$ cat config.mk
export PLATFORM = sky130hd
export DESIGN_NAME = lru_page_replacement
export DESIGN_NICKNAME = d
export VERILOG_FILES = /design/src/hw/rtl/lrupr_pkg.sv /design/src/hw/rtl/lrupr_ctrl.sv /design/src/hw/rtl/lrupr_datapath.sv /design/src/hw/rtl/lru_page_replacement.sv
export VERILOG_INCLUDE_DIRS = /design/src /design/src/hw/rtl
export SDC_FILE = /design/constraint.sdc
export NUM_CORES = 1
export LEC_CHECK = 0
export BUFFER_PORTS_ARGS = -buffer_cell sky130_fd_sc_hd__buf_2
export CAP_MARGIN = 5
export CORE_MARGIN = 4
export CORE_UTILIZATION = 40
export CTS_BUF_LIST = sky130_fd_sc_hd__clkbuf_4 sky130_fd_sc_hd__clkbuf_8
export DETAILED_ROUTE_END_ITERATION = 12
export GPL_TIMING_DRIVEN = 0
export RECOVER_POWER = 25
export SLEW_MARGIN = 20
export SYNTH_ARGS = -nofsm -noshare
export SYNTH_HDL_FRONTEND = slang
export SYNTH_SLANG_ARGS = --single-unit
$ cat constraint.sdc
create_clock -name clk -period 5.3 [get_ports clk]
set_input_delay 0.53 -clock clk [delete_from_list [all_inputs] [get_ports clk]]
set_output_delay 0.53 -clock clk [all_outputs]
set_load 0.005 [all_outputs]
$ cat src/hw/rtl/lru_page_replacement_assert.svh
// assertion macros for the lru page replacement block
// no dependencies; included by the modules that carry assertions
`ifndef LRU_PAGE_REPLACEMENT_ASSERT_SVH
`define LRU_PAGE_REPLACEMENT_ASSERT_SVH
`ifndef SYNTHESIS
// property that must hold at every clock edge out of reset
`define LRUPR_ASSERT(name, clk, rst_n, expr, msg) \
	name: assert property (@(posedge clk) disable iff (!rst_n) (expr)) \
		else $error(msg);
// property that must hold in the cycle after its antecedent
`define LRUPR_ASSERT_NEXT(name, clk, rst_n, ante, cons, msg) \
	name: assert property (@(posedge clk) disable iff (!rst_n) (ante) |=> (cons)) \
		else $error(msg);
`else
`define LRUPR_ASSERT(name, clk, rst_n, expr, msg)
`define LRUPR_ASSERT_NEXT(name, clk, rst_n, ante, cons, msg)
`endif
`endif

$ cat src/hw/rtl/lrupr_pkg.sv
// shared types and constants for the lru page replacement block
// no dependencies; imported by controller, datapath and top level
package lrupr_pkg;

	localparam int MAX_FRAMES_DEF = 16;
	localparam int PAGE_BITS      = 16;
	localparam int CFG_W          = 5;
	localparam int FIDX_W         = 4;
	localparam int FAULT_W        = 16;

	localparam logic [CFG_W-1:0]   FRAMES_RESET = 5'd16;
	localparam logic [FAULT_W-1:0] FAULT_MAX    = 16'hFFFF;

	typedef struct packed {
		logic [PAGE_BITS-1:0] page_number;
		logic                 new_run;
	} in_item_t;

	typedef struct packed {
		logic                 hit;
		logic [FIDX_W-1:0]    frame_index;
		logic                 evicted_valid;
		logic [PAGE_BITS-1:0] evicted_page;
		logic [FAULT_W-1:0]   fault_total;
	} out_item_t;

	typedef enum logic [1:0] {
		S_IDLE,
		S_SCAN,
		S_UPDATE
	} lrupr_state_t;

	typedef struct packed {
		logic start;
		logic scan;
		logic update;
	} lrupr_cmd_t;

	typedef struct packed {
		logic scan_done;
	} lrupr_status_t;

endpackage

$ cat src/hw/rtl/lrupr_ctrl.sv
// controller state machine: accept, frame scan, update and result handoff
// depends on lrupr_pkg and lru_page_replacement_assert.svh
`include "lru_page_replacement_assert.svh"
module lrupr_ctrl (
	input  logic                    clk,
	input  logic                    arst_n,
	input  logic                    in_valid,
	output logic                    in_ready,
	output logic                    out_valid,
	input  logic                    out_ready,
	input  lrupr_pkg::lrupr_status_t status,
	output lrupr_pkg::lrupr_cmd_t    cmd
);
	import lrupr_pkg::*;

	lrupr_state_t state_q, state_d;
	logic         out_valid_q;
	logic         can_update;

	assign can_update = !out_valid_q || out_ready;

	always_ff @(posedge clk or negedge arst_n) begin
		if (!arst_n) begin
			state_q <= S_IDLE;
		end else begin
			state_q <= state_d;
		end
	end

	always_comb begin
		state_d = state_q;
		unique case (state_q)
			S_IDLE: begin
				if (in_valid) state_d = S_SCAN;
			end
			S_SCAN: begin
				if (status.scan_done) state_d = S_UPDATE;
			end
			S_UPDATE: begin
				if (can_update) state_d = S_IDLE;
			end
			default: state_d = S_IDLE;
		endcase
	end

	always_comb begin
		in_ready   = 1'b0;
		cmd.start  = 1'b0;
		cmd.scan   = 1'b0;
		cmd.update = 1'b0;
		unique case (state_q)
			S_IDLE: begin
				in_ready  = 1'b1;
				cmd.start = in_valid;
			end
			S_SCAN: begin
				cmd.scan = 1'b1;
			end
			S_UPDATE: begin
				cmd.update = can_update;
			end
			default: ;
		endcase
	end

	// result flag: set when a result is written, cleared when taken
	always_ff @(posedge clk or negedge arst_n) begin
		if (!arst_n) begin
			out_valid_q <= 1'b0;
		end else if (cmd.update) begin
			out_valid_q <= 1'b1;
		end else if (out_ready) begin
			out_valid_q <= 1'b0;
		end
	end

	assign out_valid = out_valid_q;

	`LRUPR_ASSERT(a_update_no_overwrite, clk, arst_n, !cmd.update || !out_valid_q || out_ready, "result overwritten before taken")
	`LRUPR_ASSERT_NEXT(a_start_enters_scan, clk, arst_n, cmd.start, state_q == S_SCAN, "accepted item did not start a scan")
	`LRUPR_ASSERT(a_valid_from_update, clk, arst_n, !$rose(out_valid_q) || $past(cmd.update), "result flag rose without an update")

endmodule

$ cat src/hw/rtl/lrupr_datapath.sv
// datapath: page memory, recency ranks, scan pipeline, counters and result register
// depends on lrupr_pkg and lru_page_replacement_assert.svh
`include "lru_page_replacement_assert.svh"
module lrupr_datapath #(
	parameter int MAX_FRAMES = lrupr_pkg::MAX_FRAMES_DEF
) (
	input  logic                          clk,
	input  logic                          arst_n,
	input  logic                          cfg_we,
	input  logic [lrupr_pkg::CFG_W-1:0]   cfg_wdata,
	input  lrupr_pkg::in_item_t           in_data,
	input  lrupr_pkg::lrupr_cmd_t         cmd,
	output lrupr_pkg::lrupr_status_t      status,
	output lrupr_pkg::out_item_t          out_data
);
	import lrupr_pkg::*;

	localparam int IDX_W = (MAX_FRAMES > 1) ? $clog2(MAX_FRAMES) : 1;
	localparam int CNT_W = $clog2(MAX_FRAMES + 1);
	localparam int LIM_W = (CNT_W > CFG_W) ? CNT_W : CFG_W;

	logic [PAGE_BITS-1:0] page_mem [MAX_FRAMES];
	logic [IDX_W-1:0]     rank_q   [MAX_FRAMES];

	logic [CFG_W-1:0]     frames_q;
	logic [CNT_W-1:0]     filled_q;
	logic [FAULT_W-1:0]   fault_q;
	logic [PAGE_BITS-1:0] page_q;

	// scan pipeline
	logic [CNT_W-1:0]     cnt_q;
	logic                 vld_s1;
	logic [IDX_W-1:0]     idx_s1;
	logic [IDX_W-1:0]     rank_s1;
	logic [PAGE_BITS-1:0] rd_page_s1;

	logic                 found_q;
	logic [IDX_W-1:0]     match_idx_q;
	logic [IDX_W-1:0]     match_rank_q;
	logic [IDX_W-1:0]     old_idx_q;
	logic [IDX_W-1:0]     old_rank_q;
	logic [PAGE_BITS-1:0] old_page_q;

	out_item_t            res_q;

	logic                 issue;
	logic                 clear_run;
	logic [LIM_W-1:0]     cfg_ext;
	logic [LIM_W-1:0]     limit;
	logic                 do_fill;
	logic                 ev_valid;
	logic [IDX_W-1:0]     upd_frame;
	logic [FAULT_W-1:0]   fault_next;

	assign clear_run        = cmd.start && in_data.new_run;
	assign issue            = cmd.scan && (cnt_q < filled_q);
	assign status.scan_done = (cnt_q >= filled_q) && !vld_s1;

	// effective frame limit, clamped to 1..MAX_FRAMES
	always_comb begin
		cfg_ext = LIM_W'(frames_q);
		if (cfg_ext == '0) begin
			limit = LIM_W'(1);
		end else if (cfg_ext > LIM_W'(MAX_FRAMES)) begin
			limit = LIM_W'(MAX_FRAMES);
		end else begin
			limit = cfg_ext;
		end
	end

	assign do_fill    = !found_q && (LIM_W'(filled_q) < limit);
	assign ev_valid   = !found_q && !do_fill;
	assign fault_next = (!found_q && fault_q != FAULT_MAX) ? fault_q + 1'b1 : fault_q;

	always_comb begin
		priority if (found_q) begin
			upd_frame = match_idx_q;
		end else if (do_fill) begin
			upd_frame = filled_q[IDX_W-1:0];
		end else begin
			upd_frame = old_idx_q;
		end
	end

	always_ff @(posedge clk or negedge arst_n) begin
		if (!arst_n) begin
			frames_q <= FRAMES_RESET;
		end else if (cfg_we) begin
			frames_q <= cfg_wdata;
		end
	end

	// page memory: one write port, one registered read port
	always_ff @(posedge clk) begin
		if (cmd.update && !found_q) begin
			page_mem[upd_frame] <= page_q;
		end
		if (issue) begin
			rd_page_s1 <= page_mem[cnt_q[IDX_W-1:0]];
		end
	end

	always_ff @(posedge clk) begin
		if (cmd.start) begin
			page_q <= in_data.page_number;
		end
		if (issue) begin
			idx_s1  <= cnt_q[IDX_W-1:0];
			rank_s1 <= rank_q[cnt_q[IDX_W-1:0]];
		end
	end

	always_ff @(posedge clk or negedge arst_n) begin
		if (!arst_n) begin
			cnt_q   <= '0;
			vld_s1  <= 1'b0;
			found_q <= 1'b0;
		end else if (cmd.start) begin
			cnt_q   <= '0;
			vld_s1  <= 1'b0;
			found_q <= 1'b0;
		end else begin
			vld_s1 <= issue;
			if (issue) cnt_q <= cnt_q + 1'b1;
			if (vld_s1 && !found_q && rd_page_s1 == page_q) found_q <= 1'b1;
		end
	end

	// match and oldest tracking, first frame seeds the oldest
	always_ff @(posedge clk) begin
		if (vld_s1) begin
			if (!found_q && rd_page_s1 == page_q) begin
				match_idx_q  <= idx_s1;
				match_rank_q <= rank_s1;
			end
			if (idx_s1 == '0 || rank_s1 > old_rank_q) begin
				old_idx_q  <= idx_s1;
				old_rank_q <= rank_s1;
				old_page_q <= rd_page_s1;
			end
		end
	end

	// rank update: chosen frame to zero, filled frames below the bound age by one
	always_ff @(posedge clk or negedge arst_n) begin
		if (!arst_n) begin
			for (int k = 0; k < MAX_FRAMES; k++) rank_q[k] <= '0;
		end else if (clear_run) begin
			for (int k = 0; k < MAX_FRAMES; k++) rank_q[k] <= '0;
		end else if (cmd.update) begin
			for (int k = 0; k < MAX_FRAMES; k++) begin
				if (IDX_W'(k) == upd_frame) begin
					rank_q[k] <= '0;
				end else if (CNT_W'(k) < filled_q &&
				             (!found_q || rank_q[k] < match_rank_q)) begin
					rank_q[k] <= rank_q[k] + 1'b1;
				end
			end
		end
	end

	always_ff @(posedge clk or negedge arst_n) begin
		if (!arst_n) begin
			filled_q <= '0;
			fault_q  <= '0;
		end else if (clear_run) begin
			filled_q <= '0;
			fault_q  <= '0;
		end else if (cmd.update) begin
			fault_q <= fault_next;
			if (do_fill) filled_q <= filled_q + 1'b1;
		end
	end

	always_ff @(posedge clk) begin
		if (cmd.update) begin
			res_q.hit           <= found_q;
			res_q.frame_index   <= FIDX_W'(upd_frame);
			res_q.evicted_valid <= ev_valid;
			res_q.evicted_page  <= ev_valid ? old_page_q : '0;
			res_q.fault_total   <= fault_next;
		end
	end

	assign out_data = res_q;

	`LRUPR_ASSERT(a_filled_bound, clk, arst_n, filled_q <= CNT_W'(MAX_FRAMES), "filled count above frame count")
	`LRUPR_ASSERT_NEXT(a_miss_counts, clk, arst_n, cmd.update && !found_q, fault_q != '0, "miss left fault count at zero")
	`LRUPR_ASSERT(a_match_in_range, clk, arst_n, !found_q || CNT_W'(match_idx_q) < filled_q, "match outside filled frames")

endmodule

$ cat src/hw/rtl/lru_page_replacement.sv
// top level of the lru page replacement block: controller plus datapath
// depends on lrupr_pkg, lrupr_ctrl and lrupr_datapath
//
//  channel   direction  handshake            payload
//  in        input      in_valid/in_ready    in_data   (page_number, new_run)
//  out       output     out_valid/out_ready  out_data  (hit, frame_index, evicted_*, fault_total)
//  cfg       input      cfg_we               cfg_wdata (frames_in_use)
//
// one item in flight; from accept to next accept an item passes through accept, one read
// per filled frame, read drain, done check and update, the scan paced by the single read
// port of the page memory; a new item is accepted while the
// previous result waits in the output register, its update holds until that result is taken
// reset: ranks, filled count and fault count cleared, frames_in_use set to 16, no clearing pass
// new_run clears ranks, filled count and fault count at accept, in the same cycle
module lru_page_replacement #(
	parameter int MAX_FRAMES = lrupr_pkg::MAX_FRAMES_DEF
) (
	input  logic                        clk,
	input  logic                        arst_n,
	input  logic                        in_valid,
	output logic                        in_ready,
	input  lrupr_pkg::in_item_t         in_data,
	output logic                        out_valid,
	input  logic                        out_ready,
	output lrupr_pkg::out_item_t        out_data,
	input  logic                        cfg_we,
	input  logic [lrupr_pkg::CFG_W-1:0] cfg_wdata
);
	import lrupr_pkg::*;

	// command and status between controller and datapath
	lrupr_cmd_t    cmd;
	lrupr_status_t status;

	// sequencer: idle, scan over filled frames, update
	lrupr_ctrl u_ctrl (
		.clk       (clk),
		.arst_n    (arst_n),
		.in_valid  (in_valid),
		.in_ready  (in_ready),
		.out_valid (out_valid),
		.out_ready (out_ready),
		.status    (status),
		.cmd       (cmd)
	);

	// page memory, recency ranks, counters and result register
	lrupr_datapath #(
		.MAX_FRAMES (MAX_FRAMES)
	) u_datapath (
		.clk       (clk),
		.arst_n    (arst_n),
		.cfg_we    (cfg_we),
		.cfg_wdata (cfg_wdata),
		.in_data   (in_data),
		.cmd       (cmd),
		.status    (status),
		.out_data  (out_data)
	);

endmodule
Word level (Yosys, flattened, before mapping)
Memory sizes are Yosys's and may differ from the RTL's. A register that Yosys moved wholly into a read port is not among the register bits.
Index checks and enable logic that the tools add are counted.
Cells by class
  $add $sub $neg: 19
  reduce and logical (&&, ||, !) cells: 93
  muxes and demuxes: 64
  equality and inequality tests: 22
  $lt $le $gt $ge: 38
  bitwise gates (word level): 1
Operators with widths (number)
  $mux W4: 36
  $mux W64: 2
  $add A4 B1 Y4 const B: 16
  $lt A4 B4 Y1: 16
  $mux W16: 3
  $reduce_bool A3 Y1: 16
  $lt A4 B5 Y1 const A: 8
  $reduce_and A2 Y1: 19
  $mux W5: 7
  $eq A4 B4 Y1 const A: 8
  $logic_and A1 B1 Y1: 26
  $lt A3 B5 Y1 const A: 4
  $logic_or A1 B1 Y1: 18
  $add A16 B1 Y16 const B: 1
  $bmux W4 S4: 1
  $eq A16 B16 Y1: 1
  $eq A3 B4 Y1 const A: 4
  $ne A16 B16 Y1 const B: 1
  $mux W1: 11
  $add A5 B1 Y5 const B: 2
  $lt A1 B5 Y1 const A: 2
  $lt A2 B5 Y1 const A: 2
  $lt A5 B5 Y1: 2
  $reduce_bool A2 Y1: 5
  18 further kinds: 26
Storage, ports and cells
  flip-flop bits (word level): 194
  bits of input ports: 27
  bits in writable memories: 256
  output and inout bits: 40
  memories: 1
Memories
  u_datapath.page_mem: depth 16, width 16, read ports 1, clocked after memory_dff 1, write ports 1, line lrupr_datapath.sv:22  | logic [PAGE_BITS-1:0] page_mem [MAX_FRAMES];

Longest topological paths before layout
Gate-level depths: netlist of run 1.
  word-level depth: 11
  depth in mapped cells: 12
  depth with buffers taken out: 11

Hierarchy
From an unflattened synthesis of run 1, not the netlist that was laid out.
Unflattened totals
  cells, all modules: 1291
  area total of the unflattened synthesis: 20865.0 um^2
Modules (own cells, without submodules)
  lrupr_datapath: times used 1, cells an instance 1275, area an instance 20704.9 um^2
  lrupr_ctrl: times used 1, cells an instance 16, area an instance 160.2 um^2

Worst setup path after synthesis of run 1
OpenSTA, ideal clock, no wires.
  kind: register to register
  start: register u_datapath.frames_q[4], in the netlist u_datapath.cfg_ext[4]
  end: memory u_datapath.page_mem[5][0] (enable)
  buffers on the path: 1
  data arrival time: 3.270 ns
  path slack: 1.621 ns
  cell stages (with the launch flop): 10
  cells stage by stage: dfstp_2 inv_1 ha_1 nand4_2 a211oi_4 nor4_2 a221oi_4 buf_2 nand2_1 nor3_1
Between the ends
  longest elaborated chain between the ends: 7
  elaborated cells on any way between the ends: 8
  those cells by class: 2 x order compare; 4 x mux; 2 x reduce/logical
Ends and longest elaborated chain
  start: declaration: line lrupr_datapath.sv:25  | logic [CFG_W-1:0] frames_q;
  start signal: assignment: line lrupr_datapath.sv:89  | frames_q <= cfg_wdata;
  $gt A5 B5 Y1: line lrupr_datapath.sv:64  | end else if (cfg_ext > LIM_W'(MAX_FRAMES)) begin
  $mux W5: line lrupr_datapath.sv:64
  $mux W5 (*): line lrupr_datapath.sv:62  | if (cfg_ext == '0) begin
  $lt A5 B5 Y1 (*): line lrupr_datapath.sv:71  | assign do_fill = !found_q && (LIM_W'(filled_q) < limit);
  $logic_and A1 B1 Y1 (*): line lrupr_datapath.sv:71
  $mux W4 (*): line lrupr_datapath.sv:78  | end else if (do_fill) begin
  $mux W4 (*): line lrupr_datapath.sv:76  | priority if (found_q) begin
  end: declaration: line lrupr_datapath.sv:22
Mark *: on every way between the ends. The rest lies on a longest branch, timed or not.

==> results.yml, run 1 <==
run_status:
  status: "finished, violations left"
  violations: "capacitance limit, slew limit"
route:
  ant_nets: 0
  drt_iter0_markers: 1427
  avgViaCountPerCell: 5.77
  firstDrtPassIters: 6
  drc: 0
  wirelength_mm: 56.2
  drt-wirelength-per-cell_um: 24.2
  routed-via-count: 13382
synthesis:
  seq_area_frac_synth: 0.640
  synth_cell_types: 68
  synth.top_cell.area_share: 0.521
  syn_inst: 1414
  ys_warn_count: 0
  syn_area_sq_um: 21100
  synth.net_count: 1521
  synth_edf_count: 366
  ys.flop_type: "edfxtp_1"
  synthArstFlopShare: 0.215
  yosys-top-cells-area: "edfxtp_1, dfrtp_1, mux4_2, ha_1, nand2_1"
  syn_area_per_cell_sq_um: 14.9
  synth_top_area_cell: "edfxtp_1"
  synth-seq-cells: 466
cts:
  ctsResizeCount: 0
  h-tree-depth: 3
  cts_hold_buffers: 5
  cts_sinks: 466
  clock_path_buffers: 3
  numCtsBuffers: 80
  clkLatencyLatePin_ns: 0.67
  cts_setup_buffers: 0
  root_buffer: "clkbuf_8"
  cts_tree: "done"
  cts.clk_slew.worst_paths_ns: 0.06
layout:
  drive_above_1_share: 0.227
  register_area_sq_um: 13500
  multi_input_area_sq_um: 7330
  finalNetCount: 1688
  fillers: 4447
  final_area_sq_um: 24300
  antenna_cells: 0
  area_delta_synth_final_pct: 15.4
timing:
  fin_skew_ns: 0.0481
  slew_violations: 35
  rsz0062_at_grt: "no"
  min_period_ns: 4.49
  timing.slew.headroom: -0.445
  hold_ws_ns: 0.0555
  worstMarginPinSlew_ns: 2.17
  period_share: 0.847
  max_freq_mhz: 223
  setup_viol: 0
  hold_violations: 0
  finalSetupTns_ns: 0
power_and_ir_drop:
  seqPwrFrac: 0.434
  p_sw_mw: 3.87
  p_sw_frac: 0.329
  leakage_nw: 8.91
  combPwrFrac: 0.268
  total_power_mw: 11.8
  ir_worst_vdd_uv: 176
  power.share.clock: 0.298
  intPower_mw: 7.91
  cellPowerDensity_nw_per_um2: 484
setup_path:
  slowest_delay_ns: 0.82
  startpoint_type: "flip-flop"
  crit_arrival_ns: 5.04
  crit_path_end_kind: "flip-flop"
  critical_path_class: "reg -> reg"
  required_ns: 5.85
  cp_max_fo: 21
  crit_chain: "nor2_1 > nand2_1 > clkinv_1 > nand2_1 > clkbuf_1 > buf_1 > clkbuf_1 > o31ai_1 > nor2_1"
  critPathSlowestCell: "clkinv_1"
  reg2reg_depth: 9
job:
  drv_cap: 1
floorplanning:
  dieArea_sq_um: 56500
  start_util: 0.408
  fp.dieH_um: 238
  core_area_sq_um: 51700
  placementRows: 83
  ios: 67
  fp.dieW_um: 238
grt:
  grt_usage: 0.199
  antenna_found_initial: 0
  grt_overflow_total: 0
  grt_pass1_vias: 13483
  grt_max_degree: 67
  grt_first_pass_wirelength_mm: 84.9
worst_hold_path:
  holdPathStages: 1
  hold_class: "in -> reg"
placement:
  port_buffers: 66
  placed_cell_area_sq_um: 22600
  place_hpwl_mm: 37.8
  gp_congestion: 0.907
kinds of logic (layout without fill, tap and decap cells):
family          Yosys count  after routing  share of synthesized area
buf+inv                 101            327                     0.0187
fa+ha+maj                80             80                     0.0474
simple gates            367            367                     0.0873
xor+xnor                 48             48                     0.0199
flops                   466            466                      0.640
mux                     120            120                      0.117
compound gates          232            232                     0.0704
cells in the mapped netlist, drive strengths merged, types with 2 or more instances:
master  count
edfxtp    366
a31oi      19
ha         80
dfrtp      99
nand3      43
a31o        2
o31ai       8
or4b        4
clkbuf     49
nor2b      11
nand2b     20
o21a        8
or2         4
or3         9
a32o        2
and4        2
xnor2      18
a211oi      2
inv        34
mux2        8
xor2       30
o211a       2
a41oi       3
nor3       23
nor2       75
a32oi       2
and2       23
nand4      11
o21ai      64
mux2i      12
a22oi       7
or4         2
and3       16
mux4      100
a22o        8
o211ai      8
nand2     108
o22ai      15
nand4b      2
a21oi      51
nor4        8
a21o       26
buf        17
nor3b       4
power groups by stage:
stage / Combinational [mW] / Sequential [mW] / Clock [mW]
after floorplan: 2.03 / 4.99 / 0
after global placement: 2.99 / 5.17 / 0
after detailed placement: 3.14 / 5.18 / 0
after CTS: 3.16 / 5.11 / 3.58
after global routing: 3.42 / 5.17 / 3.78
final: 3.16 / 5.11 / 3.51
area by class of cell:
type / instances / area share
clock buffer: 112 / 0.0561
tap: 680 / 0.0350
sequential: 466 / 0.554
multi-input combinational: 847 / 0.301
inverter: 35 / 0.00540
buffer: 66 / 0.0113
timing repair buffer: 85 / 0.0222
clock inverter: 29 / 0.0148
state kept, by name, summed over array words and instances (netlist names), 5 cells and up:
signal	count
u_datapath.cfg_ext	5
u_datapath.cnt_q	5
u_datapath.page_q	16
u_datapath.out_data	38
u_datapath.old_page_q	16
u_datapath.filled_q	5
u_datapath.rank_q	64
u_datapath.rd_page_s1	16
u_datapath.page_mem	256
u_datapath.fault_q	16
metrics by stage:
step | cells | worst slack [ns] | util
finish | 2320 | 0.810 | 0.471
global route | 2320 | 0.460 | 0.471
CTS | 2320 | 1.15 | 0.471
detailed placement | 2174 | 1.12 | 0.436
global placement | 2160 | -0.621 | 0.431
floorplan | 1414 | 1.62 | -
layout by cell type (no fill, tap or decap), drive strengths merged, types with 11 or more instances in the layout:
master / netlist / final
a31oi: 19 / 19
nor2b: 11 / 11
clkbuf: 49 / 169
nand4: 11 / 11
nor2: 75 / 75
and2: 23 / 23
ha: 80 / 80
a21oi: 51 / 51
o21ai: 64 / 64
edfxtp: 366 / 366
buf: 17 / 89
o22ai: 15 / 15
inv: 34 / 35
xnor2: 18 / 18
mux2i: 12 / 12
nand2: 108 / 108
and3: 16 / 16
xor2: 30 / 30
nor3: 23 / 23
clkinv: 1 / 20
mux4: 100 / 100
dfrtp: 99 / 99
a21o: 26 / 26
nand3: 43 / 43
nand2b: 20 / 20
critical path: cells and delay by family, from the launching register on:
family                 cells  cell delay [ns]
buffers and inverters      4             2.59
flip-flops                 1             0.42
AND/OR/NAND/NOR            4             1.03
AO/OA/AOI/OAI              1             0.32
layer usage:
metal	vias up	routed length [um]	global-route usage
met2	593	26000	0.307
met5	-	0	0
met4	0	1840	0.0729
li1	5822	-	-
met1	6834	23800	0.279
met3	133	4590	0.0459
worst paths after layout:
| path | start | end | slack [ns] |
|---|---|---|---|
| setup / recovery | u_ctrl.state_q[0] | u_datapath.rank_q[33] | 0.81 |
| hold / removal | in_data[15] | u_datapath.page_q[14] | 0.06 |
| setup reg to reg | u_ctrl.state_q[0] | u_datapath.rank_q[33] | 0.81 |
| hold reg to reg | u_datapath.rd_page_s1[11] | u_datapath.old_page_q[11] | 0.47 |
| max in group asynchronous | arst_n | u_datapath.fault_q[6] | 3.01 |
| min in group asynchronous | arst_n | u_datapath.fault_q[7] | 1.05 |
(Power assumes the default switching activity.)
==> run 2: changes to the inputs <==
Settings changed: ABC_AREA set to 1.
Clock period 5.3 ns to 3.85 ns, I/O delays scaled along.
==> run 2 against run 1 <==
Net effect:
- the run still ends with capacitance limit, slew limit left
- fmax up 23%
- utilization hardly changed
- wire length rose by 8.5%
- critical path type unchanged
- critical endpoint is now u_datapath.cnt_q[4]
- largest cell class unchanged
==> results.yml, run 2 <==
layout:
  mostFrequentLayoutCell: "edfxtp_1"
  regMostFlops: "u_datapath.page_mem"
  finalNetCount: 2306
  post-route-util: 0.471
  final_cell_mix: "edfxtp_1, nand2_1, nor2_1"
  drive_above_1_share: 0.136
  fillers: 4870
  final_cells: 2949
  largest_reg_flops: 256
  area_delta_synth_final_pct: 15.8
floorplanning:
  start_util: 0.407
  fp.dieH_um: 240
  fp.dieW_um: 240
  placementRows: 84
  core_area_sq_um: 52900
  ios: 67
  dieArea_sq_um: 57500
synthesis:
  ys_warn_count: 0
  yosys-top-cells-area: "edfxtp_1, dfrtp_1, nand2_1, nor2_1, ha_1"
  synth.top_cell.area_share: 0.511
  syn_inst: 2007
  ys.flop_type: "edfxtp_1"
  syn_area_per_cell_sq_um: 10.7
  synth_edf_count: 366
  synthArstFlopShare: 0.215
  netlist_top_cells_count: "edfxtp_1, nand2_1, nor2_1"
  synth_top_area_cell: "edfxtp_1"
  synth_cell_types: 48
  syn_area_sq_um: 21500
  synth.net_count: 2114
  synth-seq-cells: 466
  seq_area_frac_synth: 0.628
  synth.most_common_cell: "edfxtp_1"
cts:
  root_buffer: "clkbuf_8"
  numCtsBuffers: 81
  clock_path_buffers: 3
  cts_tree: "done"
  clkLatencyLatePin_ns: 0.68
  cts.clk_slew.worst_paths_ns: 0.06
  h-tree-depth: 3
  cts_sinks: 466
timing:
  setup_viol: 0
  rsz0062_at_grt: "no"
  final.setup.worst_slack_ns: 0.203
  period_share: 0.947
  timing.slew.headroom: -0.443
  worstMarginPinSlew_ns: 2.16
  min_period_ns: 3.65
  max_freq_mhz: 274
  hold_violations: 0
  fin_skew_ns: 0.0384
  slew_violations: 35
route:
  firstDrtPassIters: 6
  drt_iter0_markers: 1503
  drt-wirelength-per-cell_um: 20.7
  ant_nets: 0
  routed-via-count: 16042
  avgViaCountPerCell: 5.44
  drc: 0
  wirelength_mm: 61.0
run_status:
  status: "finished, violations left"
  violations: "capacitance limit, slew limit"
grt:
  grt_pass1_vias: 15787
  grt_overflow_total: 0
  antenna_found_initial: 0
  grt_first_pass_wirelength_mm: 92.7
  grt_max_degree: 67
  grt_usage: 0.212
setup_path:
  reg2reg_depth: 12
  crit_buf_inv: 5
  crit_path_end_kind: "flip-flop"
  slowest_delay_ns: 0.54
  critPathSlowestCell: "inv_1"
  startpoint_type: "flip-flop"
  cp_top_family: "buffers and inverters"
  critical_path_class: "reg -> reg"
  crit_arrival_ns: 4.15
  cp_max_fo: 11
  reg2reg_setup_slack_ns: 0.20
  r2r-start: "u_datapath.cnt_q[0]"
  required_ns: 4.35
  timing.rr.end: "u_datapath.cnt_q[4]"
  crit_start: "u_datapath.cnt_q[0]"
  crit_chain: "clkbuf_2 > inv_1 > clkbuf_1 > ha_1 > inv_1 > nand2_1 > nand4_1 > clkinvlp_4 > nand2_1 > nor2_1 > and3_1 > nor3_1"
placement:
  dp_cells: 2778
  port_buffers: 65
  dp_slack_ns: -0.505
  gp_congestion: 0.940
  place_hpwl_mm: 42.4
power_and_ir_drop:
  leakage_nw: 9.90
  cellPowerDensity_nw_per_um2: 746
  ir_worst_vdd_uv: 260
worst_hold_path:
  hold_class: "in -> reg"
  worstHoldEndpoint: "u_datapath.cfg_ext[4]"
  min_from: "cfg_we"
  holdPathStages: 3
job:
  drv_cap: 1
==> run 2: cell count changes in the layout (fill, tap and decap cells not counted), sizes merged, moves of 19 or more <==
cell         before  now
dlygate4sd3       5   24
nand2b           20    0
o221ai            0   30
nand2           108  384
o22ai            15   49
inv              35  128
and2             23    0
mux4            100    0
nor2             75  286
nand3            43   96
o21ai            64  197
a21o             26    1
==> run 2: how the worst max path moves through the flow <==
stage                                 to  slack [ns]  depth (start not counted)
2_1_floorplan  u_datapath.page_mem[8][0]        0.65                          8
3_3_place_gp   u_datapath.page_mem[8][2]       -0.61                          8
3_5_place_dp         u_datapath.cnt_q[4]       -0.51                         13
4_1_cts              u_datapath.cnt_q[4]        0.03                         12
5_1_grt              u_datapath.cnt_q[4]        0.02                         12
6_report             u_datapath.cnt_q[4]        0.20                         12
==> run 2: cell families after synthesis <==
logic type	share of synthesized area
flip-flops	0.628
multiplexers	0.00157
AO/OA/AOI/OAI	0.104
AND/OR/NAND/NOR	0.163
buffers and inverters	0.0374
adder cells (fa/ha/maj)	0.0465
XOR/XNOR	0.0195
==> run 2: cell type report <==
cell class / instances / area, sq um / area share
Inverter: 127 / 483 / 0.0194
Clock inverter: 41 / 342 / 0.0137
Multi-Input combinational cell: 1335 / 7270 / 0.292
Sequential cell: 466 / 13500 / 0.542
Tap cell: 688 / 861 / 0.0346
Timing Repair Buffer: 109 / 833 / 0.0335
Timing Repair inverter: 1 / 7.51 / 0.000302
Clock buffer: 103 / 1280 / 0.0514
Buffer: 78 / 325 / 0.0131
Antenna cell: 1 / 2.50 / 0.000101
==> run 2: worst reg2reg max path: stages, from the launching register on <==
cell and delay [ns]:
dfrtp_1 0.41, clkbuf_2 0.30, inv_1 0.55, clkbuf_1 0.54
ha_1 0.25, inv_1 0.04, nand2_1 0.05, nand4_1 0.53
clkinvlp_4 0.36, nand2_1 0.07, nor2_1 0.16, and3_1 0.18
nor3_1 0.05
==> run 2: power breakdown <==
group | leakage (nW) | internal, mW | total (mW) | switching [mW]
Clock | 0.853 | 2.48 | 4.59 | 2.11
Sequential | 4.65 | 6.60 | 7.44 | 0.844
Combinational | 4.40 | 1.92 | 6.54 | 4.62
==> run 2: metrics by stage <==
step / total power, mW / area, sq um / hold slack, ns / TNS (ns)
finish: 18.6 / 24900 / 0.0700 / 0
global route: 19.7 / 24900 / 0.0714 / 0
CTS: 18.6 / 24900 / 0.0214 / 0
detailed placement: 13.9 / 23000 / 0.314 / -5.88
global placement: 13.7 / 22700 / 0.452 / -17.69
floorplan: 11.3 / 21500 / 0.0894 / 0
==> run 2: routing by layer <==
| metal | wire, um | global-route usage | share of wire | up-vias |
|---|---|---|---|---|
| li1 | - | - | - | 7448 |
| met1 | 26100 | 0.290 | 0.43 | 7768 |
| met2 | 28100 | 0.338 | 0.46 | 687 |
| met3 | 4630 | 0.0401 | 0.076 | 139 |
| met4 | 2150 | 0.0785 | 0.035 | 0 |
| met5 | 0 | 0 | 0 | - |
==> run 2: timing repair <==
item,in CTS,in global routing
gates cloned,1,0
hold endpoints to repair,73,0
resized for setup,3,0
hold buffers,24,0
buffers inserted,0,2
endpoints found under the setup margin,26,2
pin swaps,0,0
==> run 3: changes to the inputs <==
Settings changed: CORE_UTILIZATION 40 to 35.
==> run 3 against run 2 <==
Net effect:
- the run still ends with capacitance limit, slew limit left
- utilization down 5.9 points
- via count grew 0.51%
- flip-flop and latch count unchanged
==> results.yml, run 3 (synthesis results as in run 2) <==
power_and_ir_drop:
  cellPowerDensity_nw_per_um2: 739
  leakage_nw: 9.86
  combPwrFrac: 0.356
  ir_worst_vdd_uv: 302
  power.share.clock: 0.239
  p_sw_frac: 0.409
  seqPwrFrac: 0.405
  total_power_mw: 18.4
  intPower_mw: 10.9
  p_sw_mw: 7.53
layout:
  area_delta_synth_final_pct: 15.9
  antenna_cells: 0
  regMostFlops: "u_datapath.page_mem"
  drive_above_1_share: 0.135
  finalNetCount: 2304
  largest_reg_flops: 256
  post-route-util: 0.411
  mostFrequentLayoutCell: "edfxtp_1"
  final_cell_mix: "edfxtp_1, nand2_1, nor2_1"
timing:
  setup_viol: 0
  hold_violations: 0
  rsz0062_at_grt: "no"
  max_freq_mhz: 278
  fin_skew_ns: 0.0282
  timing.slew.headroom: -0.0919
  period_share: 0.933
  slew_violations: 27
  worstMarginPinSlew_ns: 1.64
  min_period_ns: 3.59
route:
  drt_iter0_markers: 1567
  firstDrtPassIters: 5
  wirelength_mm: 61.8
  drc: 0
  avgViaCountPerCell: 5.30
  drt-wirelength-per-cell_um: 20.3
  ant_nets: 0
  routed-via-count: 16124
grt:
  grt_pass1_vias: 15808
  grt_usage: 0.185
  grt_max_degree: 75
  antenna_found_initial: 0
  grt_first_pass_wirelength_mm: 94.1
  grt_overflow_total: 0
floorplanning:
  ios: 67
  dieArea_sq_um: 65500
  fp.dieW_um: 256
  start_util: 0.355
  placementRows: 90
  fp.dieH_um: 256
  core_area_sq_um: 60600
job:
  drv_cap: 1
worst_hold_path:
  hold_class: "in -> reg"
cts:
  clock_path_buffers: 3
  h-tree-depth: 3
  cts_sinks: 466
  cts.clk_slew.worst_paths_ns: 0.06
  cts_tree: "done"
  clkLatencyLatePin_ns: 0.67
  numCtsBuffers: 79
  root_buffer: "clkbuf_8"
setup_path:
  cp_max_fo: 13
  critical_path_class: "reg -> reg"
  required_ns: 4.15
  crit_arrival_ns: 3.89
  startpoint_type: "flip-flop"
  crit_path_end_kind: "flip-flop"
run_status:
  status: "finished, violations left"
  violations: "capacitance limit, slew limit"
placement:
  place_hpwl_mm: 42.7
  port_buffers: 65
  gp_congestion: 0.906
[run 3: cell count changes in the layout (fill, tap and decap cells not counted), sizes merged]
cell         delta
clkinv          -5
buf             +1
dlygate4sd3     -1
diode           -1
clkbuf          +5
bufinv          -2
[run 3: worst max-delay path, cell delays in order, from the launching register on]
cell,delay [ns]
dfrtp_1,0.41
clkbuf_2,0.30
inv_1,0.53
clkbuf_1,0.56
ha_1,0.25
inv_1,0.04
nand2_1,0.05
nand4_1,0.50
clkinvlp_4,0.59
[run 3: power by group through the flow]
stage	clock, mW	sequential (mW)	combinational (mW)
after CTS	4.51	7.44	6.49
final	4.41	7.45	6.56
after floorplan	0	7.19	4.10
after global placement	0	7.52	6.18
after detailed placement	0	7.54	6.41
after global routing	4.76	7.56	7.23
[run 3: through the flow]
stage                     std cells  setup TNS [ns]  area [sq um]  hold slack (ns)  setup WS, ns
after floorplan                2007               0         21500           0.0894         0.646
after global placement         2854          -21.95         22800            0.446        -0.719
after detailed placement       2873           -7.52         23100            0.277        -0.553
after CTS                      3038               0         24900           0.0368        0.0175
after global routing           3040               0         24900           0.0542         0.129
final                          3040               0         24900           0.0835         0.259
[run 3: path summary, 6_finish.rpt]
kind / startpoint / end / slack (ns) / depth (start not counted)
min reg2reg: u_datapath.rd_page_s1[4] / u_datapath.old_page_q[4] / 0.45 / 0
max reg2reg: u_datapath.cnt_q[0] / u_datapath.idx_s1[2] / 0.26 / 8
min: out_ready / u_ctrl.out_valid / 0.08 / 4
max in group asynchronous: arst_n / u_ctrl.state_q[0] / 2.05 / 3
max: u_datapath.cnt_q[0] / u_datapath.idx_s1[2] / 0.26 / 8
min in group asynchronous: arst_n / u_datapath.fault_q[3] / 0.68 / 2
[run 3: what timing repair did]
| action | CTS | global route |
|---|---|---|
| hold buffers | 23 | 0 |
| endpoints found under the hold margin | 121 | 0 |
| buffers inserted | 0 | 2 |
| setup endpoints to repair | 26 | 2 |
| cloned | 1 | 0 |
| resized for setup | 3 | 0 |
[run 3: cell type report]
| cell class | instances | area (sq um) |
|---|---|---|
| Fill cell | 5789 | 35700 |
| Sequential cell | 466 | 13500 |
| Inverter | 127 | 483 |
| Clock inverter | 34 | 224 |
| Multi-Input combinational cell | 1335 | 7270 |
| Buffer | 78 | 325 |
| Timing Repair Buffer | 109 | 816 |
| Tap cell | 782 | 978 |
| Timing Repair inverter | 1 | 7.51 |
| Clock buffer | 108 | 1330 |
[run 3: routing by layer]
metal  vias to the layer above  share of wire  track usage
met1                      7926           0.43        0.250
met4                         0          0.034       0.0675
li1                       7430              -            -
met3                       121          0.082       0.0456
met2                       647           0.46        0.292
met5                         -              0            0
